$ cat config.mk
export PLATFORM = sky130hd
export DESIGN_NAME = exp_of_sine_series
export DESIGN_NICKNAME = d
export VERILOG_FILES = /design/src/hw/rtl/esin_pkg.sv /design/src/hw/rtl/exp_of_sine_series.sv /design/src/hw/rtl/esin_muldiv.sv /design/src/hw/rtl/esin_seq.sv
export SDC_FILE = /design/constraint.sdc
export NUM_CORES = 2
export LEC_CHECK = 0
export ABC_AREA = 1
export BUFFER_PORTS_ARGS = -buffer_cell sky130_fd_sc_hd__buf_2
export CORE_MARGIN = 1.5
export CORE_UTILIZATION = 55
export DETAILED_ROUTE_END_ITERATION = 12
export PLACE_DENSITY = 0.79
export SETUP_SLACK_MARGIN = 0.5
export SLEW_MARGIN = 10
export SYNTH_ARGS = -nofsm -noshare
export SYNTH_HDL_FRONTEND = slang
export SYNTH_SLANG_ARGS = --single-unit
$ cat constraint.sdc
create_clock -name clock -period 18.8 [get_ports clock]
set_input_delay 3.76 -clock clock [delete_from_list [all_inputs] [get_ports clock]]
set_output_delay 3.76 -clock clock [all_outputs]
set_load 0.01 [all_outputs]
$ cat src/hw/rtl/esin_pkg.sv
// ----------------------------------------------------------------------------
// esin_pkg: shared definitions for the exp-of-sine series block
// Fixed-point constants, derived widths, the multiply-divide unit command and
// status types, and the saturating helpers used by the sequencer.
// ----------------------------------------------------------------------------
`default_nettype none

package esin_pkg;

   // Largest accepted term count; larger requests are clamped to it.
   localparam int MAX_TERMS = 16;

   // Term index counter holds 0 .. MAX_TERMS + 1.
   localparam int CNT_W = $clog2(MAX_TERMS + 2);

   // Largest recurrence divisor: (2i-2)(2i-1) for the sine series, i for exp.
   localparam int K_SIN_MAX = (2 * MAX_TERMS - 2) * (2 * MAX_TERMS - 1);
   localparam int K_MAX     = (K_SIN_MAX > MAX_TERMS) ? K_SIN_MAX : MAX_TERMS;
   localparam int K_W       = $clog2(K_MAX + 1);

   // Multiply-divide unit timing.
   localparam int DIV_BITS   = 8;               // quotient bits per cycle
   localparam int DIV_CYCLES = 64 / DIV_BITS;
   localparam int MUL_LAST   = 4;               // four partial products, last add
   localparam int STEP_W     = $clog2(((MUL_LAST + 1) > DIV_CYCLES) ?
                                      (MUL_LAST + 1) : DIV_CYCLES);

   // Q32.32 constants.
   localparam logic [63:0] ONE_Q32  = 64'h0000_0001_0000_0000;
   localparam logic [62:0] ONE_MAG  = 63'h0000_0001_0000_0000;
   localparam logic [62:0] MAG_MAX  = {63{1'b1}};
   localparam logic [63:0] POS_MAX  = 64'h7FFF_FFFF_FFFF_FFFF;
   localparam logic [63:0] NEG_MIN  = 64'h8000_0000_0000_0000;

   localparam logic [31:0] THRESHOLD_RESET = 32'd43;

   typedef struct packed {
      logic           start;
      logic [63:0]    a_mag;
      logic [63:0]    b_mag;
      logic [K_W-1:0] divisor;
   } esin_cmd_type;

   typedef struct packed {
      logic        done;
      logic [62:0] quot;
   } esin_sts_type;

   // Sine recurrence divisor (2i-2)(2i-1).
   function automatic logic [K_W-1:0] sine_divisor(input logic [CNT_W-1:0] idx);
      int v;
      v = (2 * int'(idx) - 2) * (2 * int'(idx) - 1);
      return K_W'(v);
   endfunction

   // Two's complement value of a sign and 63-bit magnitude.
   function automatic logic [63:0] signed_of(input logic neg, input logic [62:0] mag);
      logic [63:0] v;
      v = {1'b0, mag};
      return neg ? (~v + 64'd1) : v;
   endfunction

   // Magnitude of a signed 64-bit value; the most negative value gives 2^63.
   function automatic logic [63:0] mag_of(input logic [63:0] v);
      return v[63] ? (~v + 64'd1) : v;
   endfunction

   // Signed add that clamps at the 64-bit limits.
   function automatic logic [63:0] sat_add(input logic [63:0] a, input logic [63:0] b);
      logic [64:0] s;
      s = {a[63], a} + {b[63], b};
      if (s[64] != s[63]) begin
         return s[64] ? NEG_MIN : POS_MAX;
      end
      return s[63:0];
   endfunction

endpackage

`default_nettype wire

$ cat src/hw/rtl/exp_of_sine_series.sv
// ----------------------------------------------------------------------------
// exp_of_sine_series: e^(sin x) by two truncated Maclaurin series
// Top level with the threshold register, the sequencer, the shared
// multiply-divide unit and the result register.
// ----------------------------------------------------------------------------
// An item carries an angle in signed Q3.28 and a term count n (values above
// 16 act as 16). The block sums up to n sine terms to get u, then 1 plus up
// to n terms of u^i/i!, both in signed Q32.32 with saturation, and returns
// e^(sin x) together with u. Each series stops at the first term whose
// magnitude is below the stop threshold register, without adding that term.
// Every term but the first sine term, and the initial x*x, takes one pass
// through a single shared multiply-divide unit: four 32x32 partial products
// and then division at eight quotient bits per cycle. One item is worked
// on at a time and req_stall is high for that whole time; a finished item
// waits in the output register, so the next item can be taken while it is
// still stalled there. The threshold register resets to 43 (about 1e-8)
// and should be written only while no item is in flight.
// ----------------------------------------------------------------------------
`default_nettype none

module exp_of_sine_series
   import esin_pkg::*;
(
   input  wire logic        clock,
   input  wire logic        reset,

   // Input items.
   input  wire logic        req_valid,
   output logic             req_stall,
   input  wire logic [31:0] req_angle,
   input  wire logic [4:0]  req_term_count,

   // Result items.
   output logic             rsp_valid,
   input  wire logic        rsp_stall,
   output logic [63:0]      rsp_result,
   output logic [63:0]      rsp_sine_value,

   // Stop threshold register write.
   input  wire logic        csr_valid,
   output logic             csr_ready,
   input  wire logic [31:0] csr_data
);

   logic [31:0]  threshold_ff, threshold_in;
   logic         rsp_valid_ff, rsp_valid_in;
   logic [63:0]  rsp_result_ff, rsp_result_in;
   logic [63:0]  rsp_sine_value_ff, rsp_sine_value_in;

   esin_cmd_type unit_cmd;
   esin_sts_type unit_sts;
   logic         busy;
   logic         finish;
   logic [63:0]  seq_result;
   logic [63:0]  seq_sine_value;
   logic         start;
   logic         out_free;

   // A write is always taken; the threshold is read throughout an item, so it should be written only between items.
   assign csr_ready = 1'b1;

   assign req_stall = busy;
   assign start     = req_valid && !busy;

   // The output register can take a new item when it is empty or draining.
   assign out_free  = !rsp_valid_ff || !rsp_stall;

   esin_seq u_seq (
      .clock      (clock),
      .reset      (reset),
      .start      (start),
      .angle      (req_angle),
      .term_count (req_term_count),
      .threshold  (threshold_ff),
      .out_free   (out_free),
      .unit_sts   (unit_sts),
      .unit_cmd   (unit_cmd),
      .busy       (busy),
      .finish     (finish),
      .result     (seq_result),
      .sine_value (seq_sine_value)
   );

   esin_muldiv u_muldiv (
      .clock (clock),
      .reset (reset),
      .cmd   (unit_cmd),
      .sts   (unit_sts)
   );

   always_comb begin
      threshold_in      = threshold_ff;
      rsp_valid_in      = rsp_valid_ff;
      rsp_result_in     = rsp_result_ff;
      rsp_sine_value_in = rsp_sine_value_ff;
      if (csr_valid && csr_ready) begin
         threshold_in = csr_data;
      end
      if (finish && out_free) begin
         rsp_valid_in      = 1'b1;
         rsp_result_in     = seq_result;
         rsp_sine_value_in = seq_sine_value;
      end else if (rsp_valid_ff && !rsp_stall) begin
         rsp_valid_in = 1'b0;
      end
   end

   always_ff @(posedge clock) begin
      if (reset) begin
         threshold_ff <= THRESHOLD_RESET;
         rsp_valid_ff <= 1'b0;
      end else begin
         threshold_ff <= threshold_in;
         rsp_valid_ff <= rsp_valid_in;
      end
      rsp_result_ff     <= rsp_result_in;
      rsp_sine_value_ff <= rsp_sine_value_in;
   end

   assign rsp_valid      = rsp_valid_ff;
   assign rsp_result     = rsp_result_ff;
   assign rsp_sine_value = rsp_sine_value_ff;

endmodule

`default_nettype wire

$ cat src/hw/rtl/esin_muldiv.sv
// ----------------------------------------------------------------------------
// esin_muldiv: shared Q32.32 multiply and integer divide unit
// Multiplies two 64-bit magnitudes with one 32x32 multiplier over four
// passes, keeps bits 94:32 with saturation, then divides by a small integer
// eight quotient bits per cycle.
// ----------------------------------------------------------------------------
`default_nettype none

module esin_muldiv
   import esin_pkg::*;
(
   input  wire logic         clock,
   input  wire logic         reset,
   input  wire esin_cmd_type cmd,
   output esin_sts_type      sts
);

   localparam logic [1:0] U_IDLE = 2'd0;
   localparam logic [1:0] U_MUL  = 2'd1;
   localparam logic [1:0] U_SAT  = 2'd2;
   localparam logic [1:0] U_DIV  = 2'd3;

   logic [1:0]        state_ff, state_in;
   logic [STEP_W-1:0] step_ff, step_in;
   logic              done_ff, done_in;
   logic [63:0]       a_ff, a_in;
   logic [63:0]       b_ff, b_in;
   logic [K_W-1:0]    k_ff, k_in;
   logic [63:0]       prod_ff, prod_in;
   logic [127:0]      acc_ff, acc_in;
   logic [63:0]       dvd_ff, dvd_in;
   logic [K_W-1:0]    rem_ff, rem_in;

   logic [31:0]       a_half;
   logic [31:0]       b_half;
   logic [63:0]       mul_out;
   logic [127:0]      addend;
   logic [62:0]       sat_mag;
   logic [63:0]       dvd_step;
   logic [K_W-1:0]    rem_step;

   // Pass order: low*low, low*high, high*low, high*high.
   assign a_half  = step_ff[1] ? a_ff[63:32] : a_ff[31:0];
   assign b_half  = step_ff[0] ? b_ff[63:32] : b_ff[31:0];
   assign mul_out = a_half * b_half;

   // The product registered in the previous pass, placed at its weight.
   always_comb begin
      case (step_ff)
         STEP_W'(1): addend = {64'd0, prod_ff};
         STEP_W'(2),
         STEP_W'(3): addend = {32'd0, prod_ff, 32'd0};
         STEP_W'(4): addend = {prod_ff, 64'd0};
         default:    addend = 128'd0;
      endcase
   end

   assign sat_mag = (acc_ff[127:95] != 33'd0) ? MAG_MAX : acc_ff[94:32];

   // Restoring division, DIV_BITS quotient bits per cycle, quotient shifted
   // into the dividend register from the bottom.
   always_comb begin
      logic [K_W:0] trial;
      dvd_step = dvd_ff;
      rem_step = rem_ff;
      for (int j = 0; j < DIV_BITS; j++) begin
         trial    = {rem_step, dvd_step[63]};
         dvd_step = {dvd_step[62:0], 1'b0};
         if (trial >= {1'b0, k_ff}) begin
            trial       = trial - {1'b0, k_ff};
            dvd_step[0] = 1'b1;
         end
         rem_step = trial[K_W-1:0];
      end
   end

   always_comb begin
      state_in = state_ff;
      step_in  = step_ff;
      done_in  = 1'b0;
      a_in     = a_ff;
      b_in     = b_ff;
      k_in     = k_ff;
      prod_in  = prod_ff;
      acc_in   = acc_ff;
      dvd_in   = dvd_ff;
      rem_in   = rem_ff;
      case (state_ff)
         U_IDLE: begin
            if (cmd.start) begin
               a_in     = cmd.a_mag;
               b_in     = cmd.b_mag;
               k_in     = cmd.divisor;
               acc_in   = 128'd0;
               step_in  = '0;
               state_in = U_MUL;
            end
         end
         U_MUL: begin
            if (step_ff != STEP_W'(MUL_LAST)) begin
               prod_in = mul_out;
            end
            acc_in = acc_ff + addend;
            if (step_ff == STEP_W'(MUL_LAST)) begin
               state_in = U_SAT;
            end else begin
               step_in = step_ff + STEP_W'(1);
            end
         end
         U_SAT: begin
            dvd_in   = {1'b0, sat_mag};
            rem_in   = '0;
            step_in  = '0;
            state_in = U_DIV;
         end
         U_DIV: begin
            dvd_in = dvd_step;
            rem_in = rem_step;
            if (step_ff == STEP_W'(DIV_CYCLES - 1)) begin
               done_in  = 1'b1;
               state_in = U_IDLE;
            end else begin
               step_in = step_ff + STEP_W'(1);
            end
         end
         default: begin
            state_in = U_IDLE;
         end
      endcase
   end

   always_ff @(posedge clock) begin
      if (reset) begin
         state_ff <= U_IDLE;
         step_ff  <= '0;
         done_ff  <= 1'b0;
      end else begin
         state_ff <= state_in;
         step_ff  <= step_in;
         done_ff  <= done_in;
      end
      a_ff    <= a_in;
      b_ff    <= b_in;
      k_ff    <= k_in;
      prod_ff <= prod_in;
      acc_ff  <= acc_in;
      dvd_ff  <= dvd_in;
      rem_ff  <= rem_in;
   end

   assign sts.done = done_ff;
   assign sts.quot = dvd_ff[62:0];

   // A new operation may only be started while the unit is free.
   assert property (@(posedge clock) disable iff (reset)
      cmd.start |-> state_ff == U_IDLE)
      else $error("muldiv started while busy");

   // Completion follows the last division cycle, and the quotient fits 63 bits.
   assert property (@(posedge clock) disable iff (reset)
      done_ff |-> ($past(state_ff) == U_DIV) && !dvd_ff[63])
      else $error("muldiv completion out of sequence");

endmodule

`default_nettype wire

$ cat src/hw/rtl/esin_seq.sv
// ----------------------------------------------------------------------------
// esin_seq: series sequencer
// Walks the sine series and then the exponential series one term at a time,
// issuing each recurrence step to the shared multiply-divide unit, and keeps
// the saturating partial sums.
// ----------------------------------------------------------------------------
`default_nettype none

module esin_seq
   import esin_pkg::*;
(
   input  wire logic         clock,
   input  wire logic         reset,
   input  wire logic         start,
   input  wire logic [31:0]  angle,
   input  wire logic [4:0]   term_count,
   input  wire logic [31:0]  threshold,
   input  wire logic         out_free,
   input  wire esin_sts_type unit_sts,
   output esin_cmd_type      unit_cmd,
   output logic              busy,
   output logic              finish,
   output logic [63:0]       result,
   output logic [63:0]       sine_value
);

   localparam logic [2:0] S_IDLE      = 3'd0;
   localparam logic [2:0] S_X2        = 3'd1;
   localparam logic [2:0] S_SIN_CHK   = 3'd2;
   localparam logic [2:0] S_SIN_OP    = 3'd3;
   localparam logic [2:0] S_EXP_START = 3'd4;
   localparam logic [2:0] S_EXP_OP    = 3'd5;
   localparam logic [2:0] S_EXP_CHK   = 3'd6;
   localparam logic [2:0] S_FINISH    = 3'd7;

   logic [2:0]       state_ff, state_in;
   logic             op_start_ff, op_start_in;
   logic [63:0]      op_a_ff, op_a_in;
   logic [63:0]      op_b_ff, op_b_in;
   logic [K_W-1:0]   op_k_ff, op_k_in;
   logic             op_neg_ff, op_neg_in;
   logic [CNT_W-1:0] n_ff, n_in;
   logic [CNT_W-1:0] i_ff, i_in;
   logic [62:0]      x2_ff, x2_in;
   logic             term_neg_ff, term_neg_in;
   logic [62:0]      term_mag_ff, term_mag_in;
   logic [63:0]      u_ff, u_in;
   logic [63:0]      sum_ff, sum_in;

   logic [63:0]      x_full;
   logic [63:0]      x_mag;
   logic [CNT_W-1:0] n_clamped;
   logic [CNT_W-1:0] i_next;
   logic [63:0]      u_mag;
   logic             below;
   logic [63:0]      term_val;

   assign x_full    = {{28{angle[31]}}, angle, 4'b0000};
   assign x_mag     = mag_of(x_full);
   assign n_clamped = (int'(term_count) > MAX_TERMS) ? CNT_W'(MAX_TERMS)
                                                      : CNT_W'(term_count);
   assign i_next    = i_ff + CNT_W'(1);
   assign u_mag     = mag_of(u_ff);
   assign below     = term_mag_ff < {31'd0, threshold};
   assign term_val  = signed_of(term_neg_ff, term_mag_ff);

   always_comb begin
      state_in    = state_ff;
      op_start_in = 1'b0;
      op_a_in     = op_a_ff;
      op_b_in     = op_b_ff;
      op_k_in     = op_k_ff;
      op_neg_in   = op_neg_ff;
      n_in        = n_ff;
      i_in        = i_ff;
      x2_in       = x2_ff;
      term_neg_in = term_neg_ff;
      term_mag_in = term_mag_ff;
      u_in        = u_ff;
      sum_in      = sum_ff;
      case (state_ff)
         S_IDLE: begin
            if (start) begin
               // x*x first; the first sine term is x itself.
               op_start_in = 1'b1;
               op_a_in     = x_mag;
               op_b_in     = x_mag;
               op_k_in     = K_W'(1);
               op_neg_in   = 1'b0;
               n_in        = n_clamped;
               i_in        = CNT_W'(1);
               term_neg_in = angle[31];
               term_mag_in = x_mag[62:0];
               u_in        = 64'd0;
               sum_in      = ONE_Q32;
               state_in    = S_X2;
            end
         end
         S_X2: begin
            if (unit_sts.done) begin
               x2_in    = unit_sts.quot;
               state_in = S_SIN_CHK;
            end
         end
         S_SIN_CHK: begin
            if ((i_ff > n_ff) || below) begin
               state_in = S_EXP_START;
            end else begin
               u_in = sat_add(u_ff, term_val);
               i_in = i_next;
               if (i_next > n_ff) begin
                  state_in = S_EXP_START;
               end else begin
                  // Next term is -(t * x^2) / ((2i-2)(2i-1)); x^2 is never negative.
                  op_start_in = 1'b1;
                  op_a_in     = {1'b0, term_mag_ff};
                  op_b_in     = {1'b0, x2_ff};
                  op_k_in     = sine_divisor(i_next);
                  op_neg_in   = !term_neg_ff;
                  state_in    = S_SIN_OP;
               end
            end
         end
         S_SIN_OP: begin
            if (unit_sts.done) begin
               term_neg_in = op_neg_ff;
               term_mag_in = unit_sts.quot;
               state_in    = S_SIN_CHK;
            end
         end
         S_EXP_START: begin
            i_in = CNT_W'(1);
            if (n_ff == '0) begin
               state_in = S_FINISH;
            end else begin
               op_start_in = 1'b1;
               op_a_in     = {1'b0, ONE_MAG};
               op_b_in     = u_mag;
               op_k_in     = K_W'(1);
               op_neg_in   = u_ff[63];
               state_in    = S_EXP_OP;
            end
         end
         S_EXP_OP: begin
            if (unit_sts.done) begin
               term_neg_in = op_neg_ff;
               term_mag_in = unit_sts.quot;
               state_in    = S_EXP_CHK;
            end
         end
         S_EXP_CHK: begin
            if (below) begin
               state_in = S_FINISH;
            end else begin
               sum_in = sat_add(sum_ff, term_val);
               i_in   = i_next;
               if (i_next > n_ff) begin
                  state_in = S_FINISH;
               end else begin
                  op_start_in = 1'b1;
                  op_a_in     = {1'b0, term_mag_ff};
                  op_b_in     = u_mag;
                  op_k_in     = K_W'(i_next);
                  op_neg_in   = term_neg_ff ^ u_ff[63];
                  state_in    = S_EXP_OP;
               end
            end
         end
         S_FINISH: begin
            if (out_free) begin
               state_in = S_IDLE;
            end
         end
         default: begin
            state_in = S_IDLE;
         end
      endcase
   end

   always_ff @(posedge clock) begin
      if (reset) begin
         state_ff    <= S_IDLE;
         op_start_ff <= 1'b0;
      end else begin
         state_ff    <= state_in;
         op_start_ff <= op_start_in;
      end
      op_a_ff     <= op_a_in;
      op_b_ff     <= op_b_in;
      op_k_ff     <= op_k_in;
      op_neg_ff   <= op_neg_in;
      n_ff        <= n_in;
      i_ff        <= i_in;
      x2_ff       <= x2_in;
      term_neg_ff <= term_neg_in;
      term_mag_ff <= term_mag_in;
      u_ff        <= u_in;
      sum_ff      <= sum_in;
   end

   assign unit_cmd.start   = op_start_ff;
   assign unit_cmd.a_mag   = op_a_ff;
   assign unit_cmd.b_mag   = op_b_ff;
   assign unit_cmd.divisor = op_k_ff;

   assign busy       = state_ff != S_IDLE;
   assign finish     = state_ff == S_FINISH;
   assign result     = sum_ff;
   assign sine_value = u_ff;

   // A unit operation is only started from a state that waits for it.
   assert property (@(posedge clock) disable iff (reset)
      op_start_ff |-> (state_ff == S_X2) || (state_ff == S_SIN_OP) ||
                      (state_ff == S_EXP_OP))
      else $error("unit started outside a wait state");

   // Unit results only arrive while the sequencer is waiting for them.
   assert property (@(posedge clock) disable iff (reset)
      unit_sts.done |-> (state_ff == S_X2) || (state_ff == S_SIN_OP) ||
                        (state_ff == S_EXP_OP))
      else $error("unit result arrived unexpectedly");

endmodule

`default_nettype wire
# Word-level counts from Yosys, hierarchy flattened
# Cells that the tools add are included.
dict set report op_classes {
  addsub 18
  mul 2
  magnitude_cmp 12
  eq_ne 33
  n_mux 108
  n_bitwise 5
  n_reduce_logical 39
}
# cell n
set op_table {}
lappend op_table {{64-bit two-way mux} 23}
lappend op_table {{64-bit one-hot mux with 4 select lines} 2}
lappend op_table {{128-bit one-hot mux with 3 select lines} 1}
lappend op_table {{64-bit one-hot mux with 2 select lines} 3}
lappend op_table {{128-bit one-hot mux with 2 select lines} 1}
lappend op_table {{64-bit by 1-bit adder with 64-bit output (second input constant)} 3}
lappend op_table {{63-bit two-way mux} 3}
lappend op_table {{10-bit two-way mux} 14}
lappend op_table {{64-bit by 64-bit adder with 65-bit output} 2}
lappend op_table {{128-bit adder} 1}
lappend op_table {{128-bit two-way mux} 1}
lappend op_table {{64-bit NOT} 2}
lappend op_table {{63-bit one-hot mux with 2 select lines} 1}
lappend op_table {{11-bit by 10-bit >= comparator with 1-bit output} 8}
lappend op_table {{10-bit subtractor} 8}
lappend op_table {{32-bit by 32-bit multiplier with 64-bit output} 1}
lappend op_table {{32-bit two-way mux} 2}
lappend op_table {{63-bit NOT with 64-bit output} 1}
lappend op_table {{63-bit by 32-bit < comparator with 1-bit output} 1}
lappend op_table {{10-bit one-hot mux with 4 select lines} 1}
lappend op_table {{33-bit nonzero test} 1}
lappend op_table {{32-bit by 32-bit multiplier with 10-bit output} 1}
lappend op_table {{1-bit two-way mux} 30}
lappend op_table {{3-bit two-way mux} 10}
lappend op_table {{other kinds (41)} 96}
dict set report word_totals {
  reg_bits 979
  inputBits 74
  out_inout_bits 131
  wordCells 244
}

# Depth between registers and ports, before layout
dict set report depth {
  depth_word 17
  depth_mapped 117
  ltp_nobuf 110
}

# By module
# A second synthesis with hierarchy kept.
dict set report hier_totals {
  hier_cells 12118
  hier_area_um2 99644.3
}
# mod instances cells_per_inst area_each_um2 seq_area_each_um2
set modules_own_cells {}
lappend modules_own_cells {esin_muldiv 1 7442 61622.9 12251.8}
lappend modules_own_cells {esin_seq 1 4343 32766.4 12211.7}
lappend modules_own_cells {exp_of_sine_series 1 333 5255.0 4504.3}

# Worst setup path before layout
# No wires, ideal clock.
dict set report synth_path {
  path_type {register to register}
  from {register u_muldiv.k_ff[1]}
  to {register u_muldiv.rem_ff[5], data pin}
  setup_time_ns 0.253
  arrival_ns 15.031
  t_required_ns 18.547
  path_slack_ns 3.516
  path_stages_with_launch 114
  n_path_buf 8
  period_less_slack_ns 15.284
  cell_sequence {edfxtp_1 > inv_1 > ha_1 > nand2_1 > nand2_1 > nand3_2 > nand2_2 > nand2_4 > nand2_4 > buf_4 > mux2_2 > ha_1 > a21oi_1 > o21bai_1 > nand2_1 > nand3_1 > nand2_1 > nand3_4 > [78 not listed] > buf_6 > nand2_1 > o21ai_2 > ha_1 > a21oi_1 > o21ai_0 > a21oi_1 > o21bai_1 > a21oi_1 > o21bai_1 > a21oi_1 > o21bai_1 > a31o_2 > a21oi_1 > nand3_4 > buf_6 > nor2_1 > nor2_1}
}
dict set report synth_between {
  elab_chain_cells 17
  elab_cells_between_ends 25
  cone_classes {add/sub: 8; order compare: 8; mux: 9}
}
# element line_no
set synth_rtl {}
lappend synth_rtl {{start, declared} esin_muldiv.sv:28} ;# logic [K_W-1:0] k_ff, k_in;
lappend synth_rtl {{start signal, assigned} esin_muldiv.sv:144} ;# k_ff <= k_in;
lappend synth_rtl {{10-bit subtractor or 11-bit by 10-bit >= comparator with 1-bit output (tied branches)} {esin_muldiv.sv:70, esin_muldiv.sv:69}}
lappend synth_rtl {{10-bit two-way mux} esin_muldiv.sv:69} ;# if (trial >= {1'b0, k_ff}) begin
lappend synth_rtl {{10-bit subtractor or 11-bit by 10-bit >= comparator with 1-bit output (tied branches)} {esin_muldiv.sv:70, esin_muldiv.sv:69}}
lappend synth_rtl {{10-bit two-way mux} esin_muldiv.sv:69}
lappend synth_rtl {{10-bit subtractor or 11-bit by 10-bit >= comparator with 1-bit output (tied branches)} {esin_muldiv.sv:70, esin_muldiv.sv:69}}
lappend synth_rtl {{10-bit two-way mux} esin_muldiv.sv:69}
lappend synth_rtl {{10-bit subtractor or 11-bit by 10-bit >= comparator with 1-bit output (tied branches)} {esin_muldiv.sv:70, esin_muldiv.sv:69}}
lappend synth_rtl {{10-bit two-way mux} esin_muldiv.sv:69}
lappend synth_rtl {{10-bit subtractor or 11-bit by 10-bit >= comparator with 1-bit output (tied branches)} {esin_muldiv.sv:70, esin_muldiv.sv:69}}
lappend synth_rtl {{10-bit two-way mux} esin_muldiv.sv:69}
lappend synth_rtl {{10-bit subtractor or 11-bit by 10-bit >= comparator with 1-bit output (tied branches)} {esin_muldiv.sv:70, esin_muldiv.sv:69}}
lappend synth_rtl {{10-bit two-way mux} esin_muldiv.sv:69}
lappend synth_rtl {{11-bit by 10-bit >= comparator with 1-bit output or 10-bit subtractor (tied branches)} {esin_muldiv.sv:69, esin_muldiv.sv:70}}
lappend synth_rtl {{10-bit two-way mux} esin_muldiv.sv:69}
lappend synth_rtl {{10-bit subtractor or 11-bit by 10-bit >= comparator with 1-bit output (tied branches)} {esin_muldiv.sv:70, esin_muldiv.sv:69}}
lappend synth_rtl {{10-bit two-way mux *} esin_muldiv.sv:69}
lappend synth_rtl {{10-bit one-hot mux with 2 select lines *} esin_muldiv.sv:88} ;# case (state_ff)
lappend synth_rtl {{end signal, assigned} esin_muldiv.sv:148} ;# rem_ff <= rem_in;
lappend synth_rtl {{end, declared} esin_muldiv.sv:32} ;# logic [K_W-1:0] rem_ff, rem_in;
# Mark *: on every way between the ends. The rest lies on a longest branch, timed or not.
# A chain may end at the register's enable or synchronous reset.

# Worst setup path after layout
dict set report layout_path {
  from {register u_muldiv.k_ff[5]}
  to {register u_muldiv.rem_ff[7], data pin}
}
dict set report layout_between {
  elab_chain_cells 17
  elab_cells_between_ends 25
  cone_classes {add/sub: 8; order compare: 8; mux: 9}
}
# element line_no
set layout_rtl {}
lappend layout_rtl {{10-bit subtractor or 11-bit by 10-bit >= comparator with 1-bit output (tied branches)} {esin_muldiv.sv:70, esin_muldiv.sv:69}}
lappend layout_rtl {{10-bit two-way mux} esin_muldiv.sv:69}
lappend layout_rtl {{10-bit subtractor or 11-bit by 10-bit >= comparator with 1-bit output (tied branches)} {esin_muldiv.sv:70, esin_muldiv.sv:69}}
lappend layout_rtl {{10-bit two-way mux} esin_muldiv.sv:69}
lappend layout_rtl {{10-bit subtractor or 11-bit by 10-bit >= comparator with 1-bit output (tied branches)} {esin_muldiv.sv:70, esin_muldiv.sv:69}}
lappend layout_rtl {{10-bit two-way mux} esin_muldiv.sv:69}
lappend layout_rtl {{10-bit subtractor or 11-bit by 10-bit >= comparator with 1-bit output (tied branches)} {esin_muldiv.sv:70, esin_muldiv.sv:69}}
lappend layout_rtl {{10-bit two-way mux} esin_muldiv.sv:69}
lappend layout_rtl {{10-bit subtractor or 11-bit by 10-bit >= comparator with 1-bit output (tied branches)} {esin_muldiv.sv:70, esin_muldiv.sv:69}}
lappend layout_rtl {{10-bit two-way mux} esin_muldiv.sv:69}
lappend layout_rtl {{11-bit by 10-bit >= comparator with 1-bit output or 10-bit subtractor (tied branches)} {esin_muldiv.sv:69, esin_muldiv.sv:70}}
lappend layout_rtl {{10-bit two-way mux} esin_muldiv.sv:69}
lappend layout_rtl {{10-bit subtractor or 11-bit by 10-bit >= comparator with 1-bit output (tied branches)} {esin_muldiv.sv:70, esin_muldiv.sv:69}}
lappend layout_rtl {{10-bit two-way mux} esin_muldiv.sv:69}
lappend layout_rtl {{10-bit subtractor or 11-bit by 10-bit >= comparator with 1-bit output (tied branches)} {esin_muldiv.sv:70, esin_muldiv.sv:69}}
lappend layout_rtl {{10-bit two-way mux *} esin_muldiv.sv:69}
lappend layout_rtl {{10-bit one-hot mux with 2 select lines *} esin_muldiv.sv:88}
# Marks and branches as above.

==> flow_summary_export.csv <==
group,metric,value,unit
run_status,outcome,"finished with violations",
run_status,failed_checks,"capacitance limit, slew limit",
cells_and_area,final_layout_size_suffix_gt1_frac,0.06753,
timing,final_hold_viol_count,0,
run,drv_cap,4,
worst_setup_path,end_kind,"flop",
clock_tree,ctsHoldBuffers,0,
global_routing,track_usage,0.4243,
clock_tree,clock_latency,0.77,ns
place,place.gp.congestion,1.098,
timing,tightest_slew,1.553,ns
floorplan,core_area,171900,µm²
cells_and_area,layout_commonest_cell,"inv_1",
clock_tree,h-tree-depth,3,
synth,synth_area,95360,µm²
worst_setup_path,start_kind,"flop",
cells_and_area,fill_cells,15001,
place,placed_area,99700,µm²
global_routing,grt_antenna_before_repair,35,
routing,drc,0,
synth,ys_seq_elements,979,
worst_setup_path,slowest_stage,"mux2_2",
synth,synth_edf_count,936,
timing,slew_viol_final,8,
global_routing,grt_max_degree,129,
clock_tree,cts-root-buf,"clkbuf_16",
worst_setup_path,cp.required,19.36,ns
global_routing,grt_pass1_wl,544700,µm
timing,slew_headroom,-0.03884,
clock_tree,tritoncts,"done",
global_routing,grt_pass1_vias,82749,
worst_setup_path,path_class,"flop to flop",
clock_tree,path_clk_slew,0.06,ns
floorplan,die_h,419.4,µm
timing,hold_ws,0.3961,ns
routing,first_pass_iters,7,
timing,max_freq,0.06010,GHz
synth,syn_avg_cell_area,8.455,µm²
cells_and_area,nets,13139,
floorplan,die_area,175900,µm²
cells_and_area,final_cell_area,103400,µm²
clock_tree,clock_sinks,979,
timing,fin_crit_sh,0.8850,
synth,synthFlopType,"edfxtp_1",
timing,clock_skew,0.06290,ns
synth,yosys-top-cells-area,"edfxtp_1 (29%), fa_1 (19%), ha_1 (8.7%)",
worst_setup_path,crit_top_cell,"nand2_1",
cells_and_area,register_area,28970,µm²
synth,yosysSeqAreaShare,0.3038,
routing,post_drt_wl_per_cell,27.11,µm
floorplan,ios,205,
timing,finalSetupViolCount,0,
clock_tree,clk_path_buf_depth,3,
floorplan,rows,152,
place,dp_hpwl,300400,µm
synth,synth.largest_area_cell,"edfxtp_1",
cells_and_area,area_delta_synth_final,8.432,%
worst_setup_path,max_stage_delay,0.41,ns
timing,rsz0062_at_grt,"no",
synth,synth_top_area_frac,0.2947,
timing,min_period,16.64,ns
routing,final_antenna_net_count,0,
synth,yosysUniqueCellTypes,72,
floorplan,die_w,419.4,µm
cells_and_area,multi_input_area,57060,µm²
worst_setup_path,critPathMaxFanout,13,
min_path,holdCritPathClass,"flop to flop",
routing,vias,85135,
timing,setup_tns,0,ns
cells_and_area,final_cell_mix,"inv_1 (2,144), nand2_1 (1,958), nor2_1 (1,227)",
synth,netlist_instances,11278,
floorplan,initial_core_util,0.5547,
synth,ys.warnings.count,0,
synth,async_flop_share,0,
routing,viasPerCell,6.124,
place,io_buffers,203,
clock_tree,numCtsBuffers,108,
routing,routed_wl,376900,µm
routing,drt_first_iter_violations,11407,
global_routing,grt_overflow,0,
worst_setup_path,critPathArrivalTime,17.19,ns
cell type report:
| cell class | count | area share |
|---|---|---|
| clock inverter | 68 | 0.007176 |
| antenna | 27 | 0.0006534 |
| multi-input combinational | 7790 | 0.5519 |
| timing repair buffer | 408 | 0.02495 |
| inverter | 2192 | 0.07975 |
| sequential | 979 | 0.2802 |
| tap | 2310 | 0.02795 |
| clock buffer | 128 | 0.02748 |
critical path: cells and delay by family, from the launching register on:
kind	cells	cell delay (ns)
AOI/OAI and AO/OA	40	6.39
DFF	1	0.38
buffers and inverters	13	1.61
and+or+nand+nor	43	4.85
muxes	1	0.41
adders and majority gates	8	2.80
Yosys cell counts (6+ instances only):
| library cell | number |
|---|---|
| a211oi_1 | 11 |
| nand4_1 | 59 |
| o311ai_0 | 17 |
| nand2_1 | 1964 |
| or2_2 | 77 |
| o21ai_2 | 14 |
| inv_1 | 2147 |
| a21oi_1 | 849 |
| o21ai_0 | 574 |
| o221ai_1 | 19 |
| inv_2 | 26 |
| nor3b_1 | 6 |
| o211ai_1 | 45 |
| and3_1 | 13 |
| edfxtp_1 | 936 |
| dfxtp_1 | 43 |
| nand3_4 | 8 |
| xor2_1 | 231 |
| clkbuf_1 | 279 |
| o22ai_1 | 69 |
| a21o_1 | 23 |
| nor2_1 | 1233 |
| nand3b_1 | 9 |
| ha_1 | 665 |
| nand3_1 | 260 |
| o21ai_1 | 47 |
| o2111ai_1 | 6 |
| o21a_1 | 67 |
| o21bai_1 | 37 |
| o31ai_1 | 16 |
| nor3_1 | 86 |
| clkinv_1 | 17 |
| nor3_2 | 7 |
| buf_6 | 7 |
| nor4_1 | 46 |
| buf_1 | 17 |
| nor2_2 | 9 |
| buf_2 | 14 |
| fa_1 | 921 |
| nand2_4 | 6 |
| a221oi_1 | 10 |
| a31oi_1 | 180 |
| a21boi_0 | 22 |
| nand2_2 | 11 |
| xnor2_1 | 122 |
layer usage:
layer	wire, µm	GRT usage
met5	244	0
met4	25740	0.2370
met3	49270	0.1191
met2	160400	0.6254
met1	141300	0.5632
sequential cells by signal, indices dropped and copies added, names as in the netlist, 10 cells and up:
signal             count
rsp_result            64
rsp_sine_value        64
threshold_ff          32
u_muldiv.a_ff         64
u_muldiv.acc_ff      128
u_muldiv.b_ff         64
u_muldiv.dvd_ff       64
u_muldiv.k_ff         10
u_muldiv.prod_ff      64
u_muldiv.rem_ff       10
u_seq.op_a_ff         64
u_seq.op_b_ff         64
u_seq.op_k_ff         10
u_seq.result          64
u_seq.sine_value      64
u_seq.term_mag_ff     63
u_seq.x2_ff           63
worst paths after layout:
| path | startpoint | cells after the start | end | slack [ns] |
|---|---|---|---|---|
| hold / removal | u_seq.op_a_ff[14] | 0 | u_muldiv.a_ff[14] | 0.40 |
| hold reg to reg | u_seq.op_a_ff[14] | 0 | u_muldiv.a_ff[14] | 0.40 |
| setup reg to reg | u_muldiv.k_ff[5] | 105 | u_muldiv.rem_ff[7] | 2.16 |
| setup / recovery | u_muldiv.k_ff[5] | 105 | u_muldiv.rem_ff[7] | 2.16 |
per-stage QoR:
step	setup slack [ns]	util	std cells
detailed placement	1.567	0.5799	13675
floorplan	3.516	-	11280
global route	0.5149	0.6010	13876
CTS	1.459	0.6007	13871
global placement	1.406	0.5799	13675
finish	2.161	0.6014	13902
cell families (layout without fill, tap and decap cells):
logic type / after synthesis / count (layout) / share of synthesized area
compound gates: 2026 / 2026 / 0.1188
xor+xnor: 353 / 353 / 0.03242
fa+ha+maj: 1586 / 1586 / 0.2806
buf+inv: 2511 / 2796 / 0.09973
flops: 979 / 979 / 0.3038
mux: 2 / 2 / 0.0002231
other cells: 2 / 31 / 0.00007876
simple gates: 3819 / 3819 / 0.1643
repair_timing:
action,in CTS,in global routing
endpoints found under the setup margin,0,11
resized for setup,0,7
buffers inserted,0,4
Power is left out: the tool's default activity adds up to more than one toggle a clock period on the data nets, which glitch-free logic cannot reach.
